==> config.mk <==
export PLATFORM = sky130hd
export DESIGN_NAME = sha256_hasher_core
export DESIGN_NICKNAME = d
export VERILOG_FILES = /design/src/hdl/sha256h_pkg.sv /design/src/hdl/sha256h_sched.sv /design/src/hdl/sha256h_round.sv /design/src/hdl/sha256_hasher_core.sv
export SDC_FILE = /design/constraint.sdc
export NUM_CORES = 2
export LEC_CHECK = 0
export ABC_AREA = 1
export BUFFER_PORTS_ARGS = -buffer_cell sky130_fd_sc_hd__buf_2
export CAP_MARGIN = 20
export CORE_MARGIN = 8
export CORE_UTILIZATION = 50
export CTS_CLUSTER_DIAMETER = 150
export DETAILED_ROUTE_END_ITERATION = 6
export GPL_ROUTABILITY_DRIVEN = 0
export HOLD_SLACK_MARGIN = 0.06
export PLACE_DENSITY = 0.65
export SETUP_SLACK_MARGIN = 0.5
export SYNTH_ARGS = -nofsm -noshare
export SYNTH_HDL_FRONTEND = slang
export SYNTH_SLANG_ARGS = --single-unit
==> constraint.sdc <==
create_clock -name clk -period 40.4 [get_ports clk]
set_clock_uncertainty 0.05 [all_clocks]
set_input_delay 10.1 -clock clk [delete_from_list [all_inputs] [get_ports clk]]
set_output_delay 10.1 -clock clk [all_outputs]
set_load 0.02 [all_outputs]
==> src/hdl/sha256h_pkg.sv <==
// ============================================================================
// sha256h_pkg
// Shared types, initial hash words and round constants for the SHA-256 core.
// ============================================================================
package sha256h_pkg;

    typedef logic [31:0] word_t;

    // Index 0 holds H0 (or working variable a), index 7 holds H7 (or h).
    typedef word_t [7:0] hash_t;

    // Controls for the message schedule window.
    typedef struct packed {
        logic  load;     // shift a message or padding word into the window
        logic  advance;  // shift in the next expanded schedule word
        word_t word;     // word that goes with load
    } sched_ctrl_t;

    function automatic hash_t iv_hash();
        hash_t h;
        h[0] = 32'h6a09e667;
        h[1] = 32'hbb67ae85;
        h[2] = 32'h3c6ef372;
        h[3] = 32'ha54ff53a;
        h[4] = 32'h510e527f;
        h[5] = 32'h9b05688c;
        h[6] = 32'h1f83d9ab;
        h[7] = 32'h5be0cd19;
        return h;
    endfunction

    function automatic word_t round_k(input logic [5:0] r);
        word_t k;
        unique case (r)
            6'd0:  k = 32'h428a2f98;
            6'd1:  k = 32'h71374491;
            6'd2:  k = 32'hb5c0fbcf;
            6'd3:  k = 32'he9b5dba5;
            6'd4:  k = 32'h3956c25b;
            6'd5:  k = 32'h59f111f1;
            6'd6:  k = 32'h923f82a4;
            6'd7:  k = 32'hab1c5ed5;
            6'd8:  k = 32'hd807aa98;
            6'd9:  k = 32'h12835b01;
            6'd10: k = 32'h243185be;
            6'd11: k = 32'h550c7dc3;
            6'd12: k = 32'h72be5d74;
            6'd13: k = 32'h80deb1fe;
            6'd14: k = 32'h9bdc06a7;
            6'd15: k = 32'hc19bf174;
            6'd16: k = 32'he49b69c1;
            6'd17: k = 32'hefbe4786;
            6'd18: k = 32'h0fc19dc6;
            6'd19: k = 32'h240ca1cc;
            6'd20: k = 32'h2de92c6f;
            6'd21: k = 32'h4a7484aa;
            6'd22: k = 32'h5cb0a9dc;
            6'd23: k = 32'h76f988da;
            6'd24: k = 32'h983e5152;
            6'd25: k = 32'ha831c66d;
            6'd26: k = 32'hb00327c8;
            6'd27: k = 32'hbf597fc7;
            6'd28: k = 32'hc6e00bf3;
            6'd29: k = 32'hd5a79147;
            6'd30: k = 32'h06ca6351;
            6'd31: k = 32'h14292967;
            6'd32: k = 32'h27b70a85;
            6'd33: k = 32'h2e1b2138;
            6'd34: k = 32'h4d2c6dfc;
            6'd35: k = 32'h53380d13;
            6'd36: k = 32'h650a7354;
            6'd37: k = 32'h766a0abb;
            6'd38: k = 32'h81c2c92e;
            6'd39: k = 32'h92722c85;
            6'd40: k = 32'ha2bfe8a1;
            6'd41: k = 32'ha81a664b;
            6'd42: k = 32'hc24b8b70;
            6'd43: k = 32'hc76c51a3;
            6'd44: k = 32'hd192e819;
            6'd45: k = 32'hd6990624;
            6'd46: k = 32'hf40e3585;
            6'd47: k = 32'h106aa070;
            6'd48: k = 32'h19a4c116;
            6'd49: k = 32'h1e376c08;
            6'd50: k = 32'h2748774c;
            6'd51: k = 32'h34b0bcb5;
            6'd52: k = 32'h391c0cb3;
            6'd53: k = 32'h4ed8aa4a;
            6'd54: k = 32'h5b9cca4f;
            6'd55: k = 32'h682e6ff3;
            6'd56: k = 32'h748f82ee;
            6'd57: k = 32'h78a5636f;
            6'd58: k = 32'h84c87814;
            6'd59: k = 32'h8cc70208;
            6'd60: k = 32'h90befffa;
            6'd61: k = 32'ha4506ceb;
            6'd62: k = 32'hbef9a3f7;
            6'd63: k = 32'hc67178f2;
        endcase
        return k;
    endfunction

    function automatic word_t ror(input word_t x, input int unsigned n);
        return (x >> n) | (x << (32 - n));
    endfunction

endpackage

==> src/hdl/sha256h_sched.sv <==
// ============================================================================
// sha256h_sched
// Sixteen-word block buffer that doubles as the message schedule window.
// ============================================================================
module sha256h_sched
    import sha256h_pkg::*;
(
    input  logic        clk,
    input  sched_ctrl_t ctrl,
    output word_t       w
);

    // Entry 0 is the oldest word; it is the schedule word of the current round.
    word_t [15:0] window_reg;
    word_t        window_next;
    word_t        expand_word;
    word_t        sig0;
    word_t        sig1;

    always_comb
    begin
        sig0 = ror(window_reg[1], 7) ^ ror(window_reg[1], 18) ^ (window_reg[1] >> 3);
        sig1 = ror(window_reg[14], 17) ^ ror(window_reg[14], 19) ^ (window_reg[14] >> 10);
        expand_word = window_reg[0] + sig0 + window_reg[9] + sig1;
        window_next = ctrl.load ? ctrl.word : expand_word;
    end

    always_ff @(posedge clk)
    begin
        if (ctrl.load || ctrl.advance)
        begin
            window_reg <= {window_next, window_reg[15:1]};
        end
    end

    assign w = window_reg[0];

endmodule

==> src/hdl/sha256h_round.sv <==
// ============================================================================
// sha256h_round
// One SHA-256 compression round, shared by all 64 rounds of a block.
// ============================================================================
module sha256h_round
    import sha256h_pkg::*;
(
    input  hash_t vars,
    input  word_t w,
    input  word_t k,
    output hash_t vars_next
);

    word_t s1;
    word_t ch;
    word_t t1;
    word_t s0;
    word_t mj;
    word_t t2;

    always_comb
    begin
        s1 = ror(vars[4], 6) ^ ror(vars[4], 11) ^ ror(vars[4], 25);
        ch = (vars[4] & vars[5]) ^ (~vars[4] & vars[6]);
        t1 = vars[7] + s1 + ch + k + w;
        s0 = ror(vars[0], 2) ^ ror(vars[0], 13) ^ ror(vars[0], 22);
        mj = (vars[0] & vars[1]) ^ (vars[0] & vars[2]) ^ (vars[1] & vars[2]);
        t2 = s0 + mj;

        vars_next[7] = vars[6];
        vars_next[6] = vars[5];
        vars_next[5] = vars[4];
        vars_next[4] = vars[3] + t1;
        vars_next[3] = vars[2];
        vars_next[2] = vars[1];
        vars_next[1] = vars[0];
        vars_next[0] = t1 + t2;
    end

endmodule

==> src/hdl/sha256_hasher_core.sv <==
// ============================================================================
// sha256_hasher_core
// Flow: words are taken only in IDLE; the sixteenth word of a block starts
//   the rounds, run by the single shared round unit at one round per cycle.
// Finish: after the final word come the padding words and the rounds of the
//   last one or two blocks, then eight digest transfers, one per cycle when
//   not stalled.
// Reset: rst_n clears the sequencer and loads the initial hash words at once.
// ============================================================================
module sha256_hasher_core
    import sha256h_pkg::*;
(
    input  logic        clk,
    input  logic        rst_n,

    input  logic        in_valid,
    output logic        in_stall,
    input  logic [31:0] data_word,
    input  logic [2:0]  valid_bytes,
    input  logic        end_of_message,

    output logic        out_valid,
    input  logic        out_stall,
    output logic [31:0] digest_word,
    output logic [2:0]  word_index,
    output logic        last_word
);

    // The sequencer takes message words in IDLE. The final word moves it
    // through the padding states, which push one word per cycle into the
    // block buffer. Any push that completes a block detours through ROUNDS
    // and then comes back to the state saved in resume_reg.
    typedef enum logic [2:0] {
        ST_IDLE,
        ST_ROUNDS,
        ST_MARK,
        ST_ZERO,
        ST_LEN_LO,
        ST_EMIT
    } state_t;

    state_t       state_reg;
    state_t       resume_reg;
    state_t       after_push;
    logic [3:0]   fill_reg;
    logic [5:0]   round_reg;
    logic [2:0]   out_idx_reg;
    logic [60:0]  byte_total_reg;
    hash_t        cv_reg;
    hash_t        vars_reg;
    hash_t        vars_next;
    hash_t        cv_sum;

    logic         push;
    word_t        push_word;
    logic [2:0]   byte_add;
    word_t        final_word;
    logic [2:0]   final_bytes;
    logic         final_full;
    word_t        len_hi;
    word_t        len_lo;
    word_t        sched_w;
    sched_ctrl_t  sched_ctrl;

    // The 64-bit bit length is the byte count shifted left by three.
    assign len_hi = byte_total_reg[60:29];
    assign len_lo = {byte_total_reg[28:0], 3'b000};

    // Final word: keep the valid leading bytes, clear the rest and place the
    // 0x80 marker right after them. A count above four counts as four, and
    // then the marker goes into a word of its own.
    always_comb
    begin
        unique case (valid_bytes)
            3'd0:
            begin
                final_word  = 32'h8000_0000;
                final_bytes = 3'd0;
                final_full  = 1'b0;
            end
            3'd1:
            begin
                final_word  = {data_word[31:24], 24'h80_0000};
                final_bytes = 3'd1;
                final_full  = 1'b0;
            end
            3'd2:
            begin
                final_word  = {data_word[31:16], 16'h8000};
                final_bytes = 3'd2;
                final_full  = 1'b0;
            end
            3'd3:
            begin
                final_word  = {data_word[31:8], 8'h80};
                final_bytes = 3'd3;
                final_full  = 1'b0;
            end
            default:
            begin
                final_word  = data_word;
                final_bytes = 3'd4;
                final_full  = 1'b1;
            end
        endcase
    end

    // Select the word pushed into the block buffer this cycle and the state
    // that follows the push when it does not complete a block.
    always_comb
    begin
        push       = 1'b0;
        push_word  = '0;
        byte_add   = 3'd4;
        after_push = state_reg;
        unique case (state_reg)
            ST_IDLE:
            begin
                push = in_valid;
                if (end_of_message)
                begin
                    push_word  = final_word;
                    byte_add   = final_bytes;
                    after_push = final_full ? ST_MARK : ST_ZERO;
                end
                else
                begin
                    push_word  = data_word;
                    after_push = ST_IDLE;
                end
            end
            ST_MARK:
            begin
                push       = 1'b1;
                push_word  = 32'h8000_0000;
                after_push = ST_ZERO;
            end
            ST_ZERO:
            begin
                // Zero fill runs until two slots are left for the length.
                push = 1'b1;
                if (fill_reg == 4'd14)
                begin
                    push_word  = len_hi;
                    after_push = ST_LEN_LO;
                end
                else
                begin
                    push_word  = '0;
                    after_push = ST_ZERO;
                end
            end
            ST_LEN_LO:
            begin
                // This push always fills the last slot, so rounds follow.
                push       = 1'b1;
                push_word  = len_lo;
                after_push = ST_EMIT;
            end
            ST_ROUNDS, ST_EMIT:
            begin
                push = 1'b0;
            end
        endcase
    end

    assign sched_ctrl.load    = push;
    assign sched_ctrl.advance = (state_reg == ST_ROUNDS);
    assign sched_ctrl.word    = push_word;

    sha256h_sched u_sched (
        .clk  (clk),
        .ctrl (sched_ctrl),
        .w    (sched_w)
    );

    sha256h_round u_round (
        .vars      (vars_reg),
        .w         (sched_w),
        .k         (round_k(round_reg)),
        .vars_next (vars_next)
    );

    // Chaining value update after the last round of a block.
    always_comb
    begin
        for (int i = 0; i < 8; i++)
        begin
            cv_sum[i] = cv_reg[i] + vars_next[i];
        end
    end

    // Sequencer, chaining value, counters and the output index.
    always_ff @(posedge clk or negedge rst_n)
    begin
        if (!rst_n)
        begin
            state_reg      <= ST_IDLE;
            resume_reg     <= ST_IDLE;
            fill_reg       <= '0;
            round_reg      <= '0;
            out_idx_reg    <= '0;
            byte_total_reg <= '0;
            cv_reg         <= iv_hash();
        end
        else
        begin
            if (push)
            begin
                fill_reg <= fill_reg + 4'd1;
                if (state_reg == ST_IDLE)
                begin
                    byte_total_reg <= byte_total_reg + {58'd0, byte_add};
                end
                if (fill_reg == 4'd15)
                begin
                    state_reg  <= ST_ROUNDS;
                    resume_reg <= after_push;
                    round_reg  <= '0;
                end
                else
                begin
                    state_reg <= after_push;
                end
            end
            else if (state_reg == ST_ROUNDS)
            begin
                round_reg <= round_reg + 6'd1;
                if (round_reg == 6'd63)
                begin
                    cv_reg    <= cv_sum;
                    state_reg <= resume_reg;
                end
            end
            else if (state_reg == ST_EMIT && !out_stall)
            begin
                out_idx_reg <= out_idx_reg + 3'd1;
                if (out_idx_reg == 3'd7)
                begin
                    // Last digest transfer: start over for the next message.
                    cv_reg         <= iv_hash();
                    byte_total_reg <= '0;
                    fill_reg       <= '0;
                    state_reg      <= ST_IDLE;
                end
            end
        end
    end

    // Working variables load from the chaining value when a block completes
    // and then step once per round.
    always_ff @(posedge clk)
    begin
        if (push && fill_reg == 4'd15)
        begin
            vars_reg <= cv_reg;
        end
        else if (state_reg == ST_ROUNDS)
        begin
            vars_reg <= vars_next;
        end
    end

    assign in_stall    = (state_reg != ST_IDLE);
    assign out_valid   = (state_reg == ST_EMIT);
    assign digest_word = cv_reg[out_idx_reg];
    assign word_index  = out_idx_reg;
    assign last_word   = (out_idx_reg == 3'd7);

endmodule

# Word-level counts from Yosys, hierarchy flattened

Memory sizes are Yosys's and may differ from the RTL's.
Index checks and enable logic that the tools add are counted.

Output and inout port bits: 38
Bits of input ports: 40
Logic and storage cells: 172
Memories: 1
ROM bits: 2,048
Register bits after elaboration: 1,104

Add/subtract/negate cells: 22
Reductions and logical operators: 25
Eq/ne operators: 17
$lt $le $gt $ge: 1
Multiplexer cells: 39
Bitwise gates (word level): 29

Memory list:

| name            | words | width | read ports | clocked after Yosys merged registers in | write ports | line              | text |
|---|---|---|---|---|---|---|---|
| (no name shown) | 64    | 32    | 1          | 0                                       | 0           | sha256h_pkg.sv:34 | `unique case (r)` |

Operators by type and width:

| kind                                    | number |
|---|---|
| two-way mux 256 bit                     | 6 |
| adder 32 bit                            | 18 |
| two-way mux 61 bit                      | 5 |
| bitwise XOR 32 bit                      | 9 |
| case mux 32 bit (4 select lines)        | 2 |
| AND 32 bit                              | 5 |
| two-way mux 32 bit                      | 4 |
| binary-select mux 32 bit (select 3 bit) | 1 |
| adder 61 x 3 -> 61 bit                  | 1 |
| NOT 32 bit                              | 1 |
| bitwise OR 10 x 32 -> 32 bit            | 1 |
| bitwise OR 13 x 32 -> 32 bit            | 1 |
| bitwise OR 14 x 32 -> 32 bit            | 1 |
| bitwise OR 15 x 32 -> 32 bit            | 1 |
| bitwise OR 19 x 32 -> 32 bit            | 1 |
| bitwise OR 21 x 32 -> 32 bit            | 1 |
| bitwise OR 25 x 32 -> 32 bit            | 1 |
| bitwise OR 26 x 32 -> 32 bit            | 1 |
| bitwise OR 30 x 32 -> 32 bit            | 1 |
| bitwise OR 7 x 32 -> 32 bit             | 1 |
| bitwise XOR 32 x 22 -> 32 bit           | 1 |
| bitwise XOR 32 x 29 -> 32 bit           | 1 |
| two-way mux 3 bit                       | 9 |
| case mux 3 bit (4 select lines)         | 2 |
| other kinds (30)                        | 58 |

# Logic depth before layout (Yosys ltp)

Depth after elaboration: 11
Depth in mapped cells: 49
Depth with buffers taken out: 48

# By module

From an unflattened synthesis, not the netlist that was laid out.

Cell total of the unflattened synthesis: 10,983
Area total of the unflattened synthesis: 82,969.6 um^2

By module, submodules not included:

| module             | cells an instance | area an instance (um^2) | sequential area each (um^2) | times used |
|---|---|---|---|---|
| sha256_hasher_core | 7,628             | 49,038.3                | 16,265.6                    | 1 |
| sha256h_sched      | 1,422             | 21,026.4                | 15,374.7                    | 1 |
| sha256h_round      | 1,933             | 12,904.9                | 0.0                         | 1 |

# Worst setup path before layout

Ideal clock, no wire load.

Kind: input to register
Start point: in in_valid
End point: reg u_sched.window_reg (netlist bit u_sched.w[0]) (enable)
Required time: 36.659 ns
Setup time: 3.691 ns
Arrival: 18.844 ns
Setup slack: 17.815 ns
Path buffers: 1
Stages: 4
Path through: o21bai_1 > a21oi_1 > buf_2 > nand2_1

Cells in the longest elaborated chain, start to end: 2

RTL lines:

| item                            | line                      | text |
|---|---|---|
| from (decl)                     | sha256_hasher_core.sv:16  | `input logic in_valid,` |
| case mux 1 bit (3 select lines) | sha256_hasher_core.sv:116 | `unique case (state_reg)` |
| logical OR 1 bit                | sha256h_sched.sv:30       | `if (ctrl.load \|\| ctrl.advance)` |
| to (signal assigned)            | sha256h_sched.sv:32       | `window_reg <= {window_next, window_reg[15:1]};` |
| to (decl)                       | sha256h_sched.sv:14       | `word_t [15:0] window_reg;` |

No other way between the ends.
A chain may end at the register's enable or synchronous reset.

# Final worst setup path

Start point: reg out_idx_reg[0] (netlist: word_index[0])
End point: out digest_word[26]

Cells in the longest elaborated chain, start to end: 2

RTL lines:

| item                                     | line                      | text |
|---|---|---|
| from (decl)                              | sha256_hasher_core.sv:47  | `logic [2:0] out_idx_reg;` |
| from (signal assigned)                   | sha256_hasher_core.sv:237 | `out_idx_reg <= out_idx_reg + 3'd1;` |
| binary-select mux 32 bit (select 3 bit)  | sha256_hasher_core.sv:266 | `assign digest_word = cv_reg[out_idx_reg];` |
| two-way mux 32 bit (implied by the code) | sha256_hasher_core.sv:266 |  |
| to (decl)                                | sha256_hasher_core.sv:24  | `output logic [31:0] digest_word,` |

No other way between the ends. The select of a mux whose other input is x is not followed.

==> metrics.md <==
| Metric | Value |
|---|---|
| Worst setup EP type | primary output |
| DRT Wirelength | between 200000 and 300000 um |
| Clock-pin transition on the worst setup and hold timing paths | about 0.060 ns |
| Status | complete, but fails checks |
| Setup TNS | 0 ns |
| Die width | about 400 um |
| Max-cap violations | 0 |
| Clock period minus worst slack | 14.46 ns |
| Slew HR | 0.2205 |
| Largest net degree at the start of global routing | approximately 190 |
| Layout net count | between 9000 and 10000 |
| Synthesized cell area | 0.07279 mm2 |
| Area delta synth->final | 9.388% |
| Worst hold path class | register to register |
| Setup repair after global routing missed its margin | false |
| Iter 0 DRT Violations | between 9000 and 10000 |
| Drt via density | 6.040 |
| Crit Path Class | register to primary output |
| Finished Layout Cells | between 10000 and 15000 |
| CTS tree | done |
| Most used DFF post-synth | edfxtp_1 |
| Gr usage total | 0.3096 |
| First-pass GRT wire length | approximately 370000 um |
| Mapped Nets | about 9100 |
| Number of buffers created by CTS | 130 |
| GR Util met2 | 0.4180 |
| Initial Utilization | 0.5018 |
| Sequential element share of the synthesized area | 0.4347 |
| Minimum setup slack after placement | approximately 26 ns |
| Via count | ~63000 |
| EDFF count, synth | between 700 and 800 |
| Post-DRT Antenna Nets | 0 |
| DRC | 4 |
| Max Root-Sink Buffers | 3 |
| Slew @ Worst Pin | about 1.2 ns |
| DP Wirelength | ~190000 um |
| Initial antenna violation count | 5 |
| Mean Syn Cell Area | roughly 8.6 um2 |
| Gr ovfl total | 0 |
| Final setup viols | 0 |
| Post_cts resized | 0 |
| Tcrit/Tclk final | 0.3578 |
| Ports | just under 80 |
| Failing checks | design-rule violations |
| Clock insertion delay at the later pin of the skew report | ~0.8 ns |
| Final Slew Violations | 0 |
| Root Driver | clkbuf_16 |
| Most Crowded Layer GR | met1 |
| Fillers | between 10000 and 15000 |
| # port buffers | slightly below 80 |
| Startpoint types | register |
| Pre-antenna DRT Iters | 7 |
| Avg WL per Cell | 24.07 um |
| R2R Setup Slk | 29.01 ns |
| Cts-stage hold buffer count | 0 |
| H-Tree Depth | 4 |
| Grt met3 use | 0.1034 |
| Die height | just under 400 um |
| Post-synthesis cell count | roughly 8400 |
| Multi-input logic area | between 0.03 and 0.04 mm2 |
| Share of layout cells above drive strength 1 | 0.06426 |
| Worst EP arrival | 4.31 ns |
| Post-CTS setup buffers | 0 |
| Placed insts | slightly above 10000 |
| Final WS setup | roughly 26 ns |
| Reg area | ~0.032 mm2 |
| Met1 usage | 0.4521 |
| TritonCTS sink count | about 1100 |
| Vias in the first global route | 57870 |
| Peak Freq | approximately 69 MHz |
| Final Hold Fails | 0 |
| CP max FO | 65 |
| Worst path required time | around 30 ns |
| Asr flop ratio synth | 0.3043 |
| Row Count | between 100 and 150 |
| Post-synthesis cell type count | 68 |
| Yosys warns | 0 |
| Full die area | approximately 0.16 mm2 |
| #FFs+latches synth | 1104 |
| Max reg flops | 480 |
| Core area | around 0.15 mm2 |
## worst max-delay path, cell delays in order, from the launching register on
cell      delay, ns
dfrtp_4        0.67
inv_4          0.62
buf_4          0.65
nand2_1        0.11
o21ai_0        0.11
a221oi_1       0.17
a31oi_1        0.81
buf_2          0.32
## Yosys cell counts (all sizes together), types with 13 or more instances
| library cell | n | share of area |
|---|---|---|
| nor4 | 41 | 0.0035 |
| dfrtp | 200 | 0.069 |
| o21ai | 955 | 0.066 |
| o21a | 48 | 0.0050 |
| a31oi | 74 | 0.0064 |
| o22ai | 132 | 0.011 |
| fa | 196 | 0.054 |
| o21bai | 47 | 0.0048 |
| a221oi | 29 | 0.0035 |
| nand3 | 226 | 0.016 |
| edfxtp | 768 | 0.32 |
| a21boi | 13 | 0.0013 |
| a21oi | 742 | 0.051 |
| nand2 | 1557 | 0.081 |
| o211ai | 36 | 0.0037 |
| a211oi | 13 | 0.0013 |
| dfstp | 136 | 0.049 |
| nor3 | 105 | 0.0074 |
| xnor2 | 177 | 0.021 |
| inv | 1192 | 0.061 |
| clkbuf | 244 | 0.013 |
| xor2 | 210 | 0.025 |
| a21o | 42 | 0.0043 |
| maj3 | 16 | 0.0022 |
| o31ai | 22 | 0.0023 |
| ha | 400 | 0.069 |
| nand4 | 59 | 0.0052 |
| o221ai | 16 | 0.0019 |
| buf | 31 | 0.0019 |
| nor2 | 591 | 0.031 |
## metrics by stage
| step | util | hold WS (ns) | cell area [um2] |
|---|---|---|---|
| after detailed placement | 0.5184 | 0.3545 | 75190 |
| after CTS | 0.5489 | 0.3480 | 79610 |
| after global placement | 0.5184 | 0.3500 | 75180 |
| after floorplan | - | 0.3503 | 72790 |
| final | 0.5489 | 0.3490 | 79620 |
| after global routing | 0.5489 | 0.3538 | 79610 |
## final timing paths
path                                            to  cells after the start               startpoint
max                                digest_word[26]                      7            word_index[0]
min                        u_sched.window_reg[343]                      0  u_sched.window_reg[375]
max reg2reg                             cv_reg[29]                     41             round_reg[0]
min reg2reg                u_sched.window_reg[343]                      0  u_sched.window_reg[375]
max in group asynchronous              cv_reg[155]                      4                    rst_n
min in group asynchronous               cv_reg[52]                      1                    rst_n
## cell usage in the layout (no fill, tap or decap), types with 13 or more instances in the layout
cell type,instances
xor2_1,210
buf_2,76
a221oi_1,29
o21bai_1,47
o211ai_1,36
edfxtp_1,768
o22ai_1,132
a211oi_1,13
o221ai_1,16
inv_1,1182
ha_1,400
clkinv_2,22
a21boi_0,13
a21oi_1,741
o31ai_1,22
o21ai_0,949
maj3_1,16
a21o_1,42
nand2_1,1550
o21a_1,48
clkbuf_1,20
xnor2_1,177
dfstp_2,136
nor3_1,103
clkinv_1,26
buf_4,74
nand3_1,225
nand4_1,58
clkbuf_16,133
dfrtp_1,198
a31oi_1,74
fa_1,196
nor4_1,41
nor2_1,585
## cells by family (layout without fill, tap and decap cells)
logic type	Yosys count	in the layout	share of synthesized area
simple gates	2610	2610	0.1463
compound gates	2225	2225	0.1693
buf+inv	1475	1594	0.07638
flops	1104	1104	0.4347
fa+ha+maj	612	612	0.1249
xor+xnor	388	388	0.04688
mux	11	11	0.001581
other cells	0	2	0
## metal layers
| metal | vias up | share of wire |
|---|---|---|
| li1 | 28630 | - |
| met4 | 4 | 0.050 |
| met3 | 692 | 0.14 |
| met2 | 4025 | 0.39 |
| met1 | 29840 | 0.42 |
| met5 | - | 0.00011 |
## cell type report
type                    instances  area share
diodes                          2  0.00006286
clock buffers                 161     0.04413
flip-flops and latches       1104      0.3975
inverters                    1200     0.05682
repair buffers                153     0.01245
well taps                    1917     0.03013
clock inverters                80     0.01133
multi-input cells            5846      0.4476
Power is not shown: default switching activity piles up to over one toggle a cycle in this logic, so the estimate is an artifact.
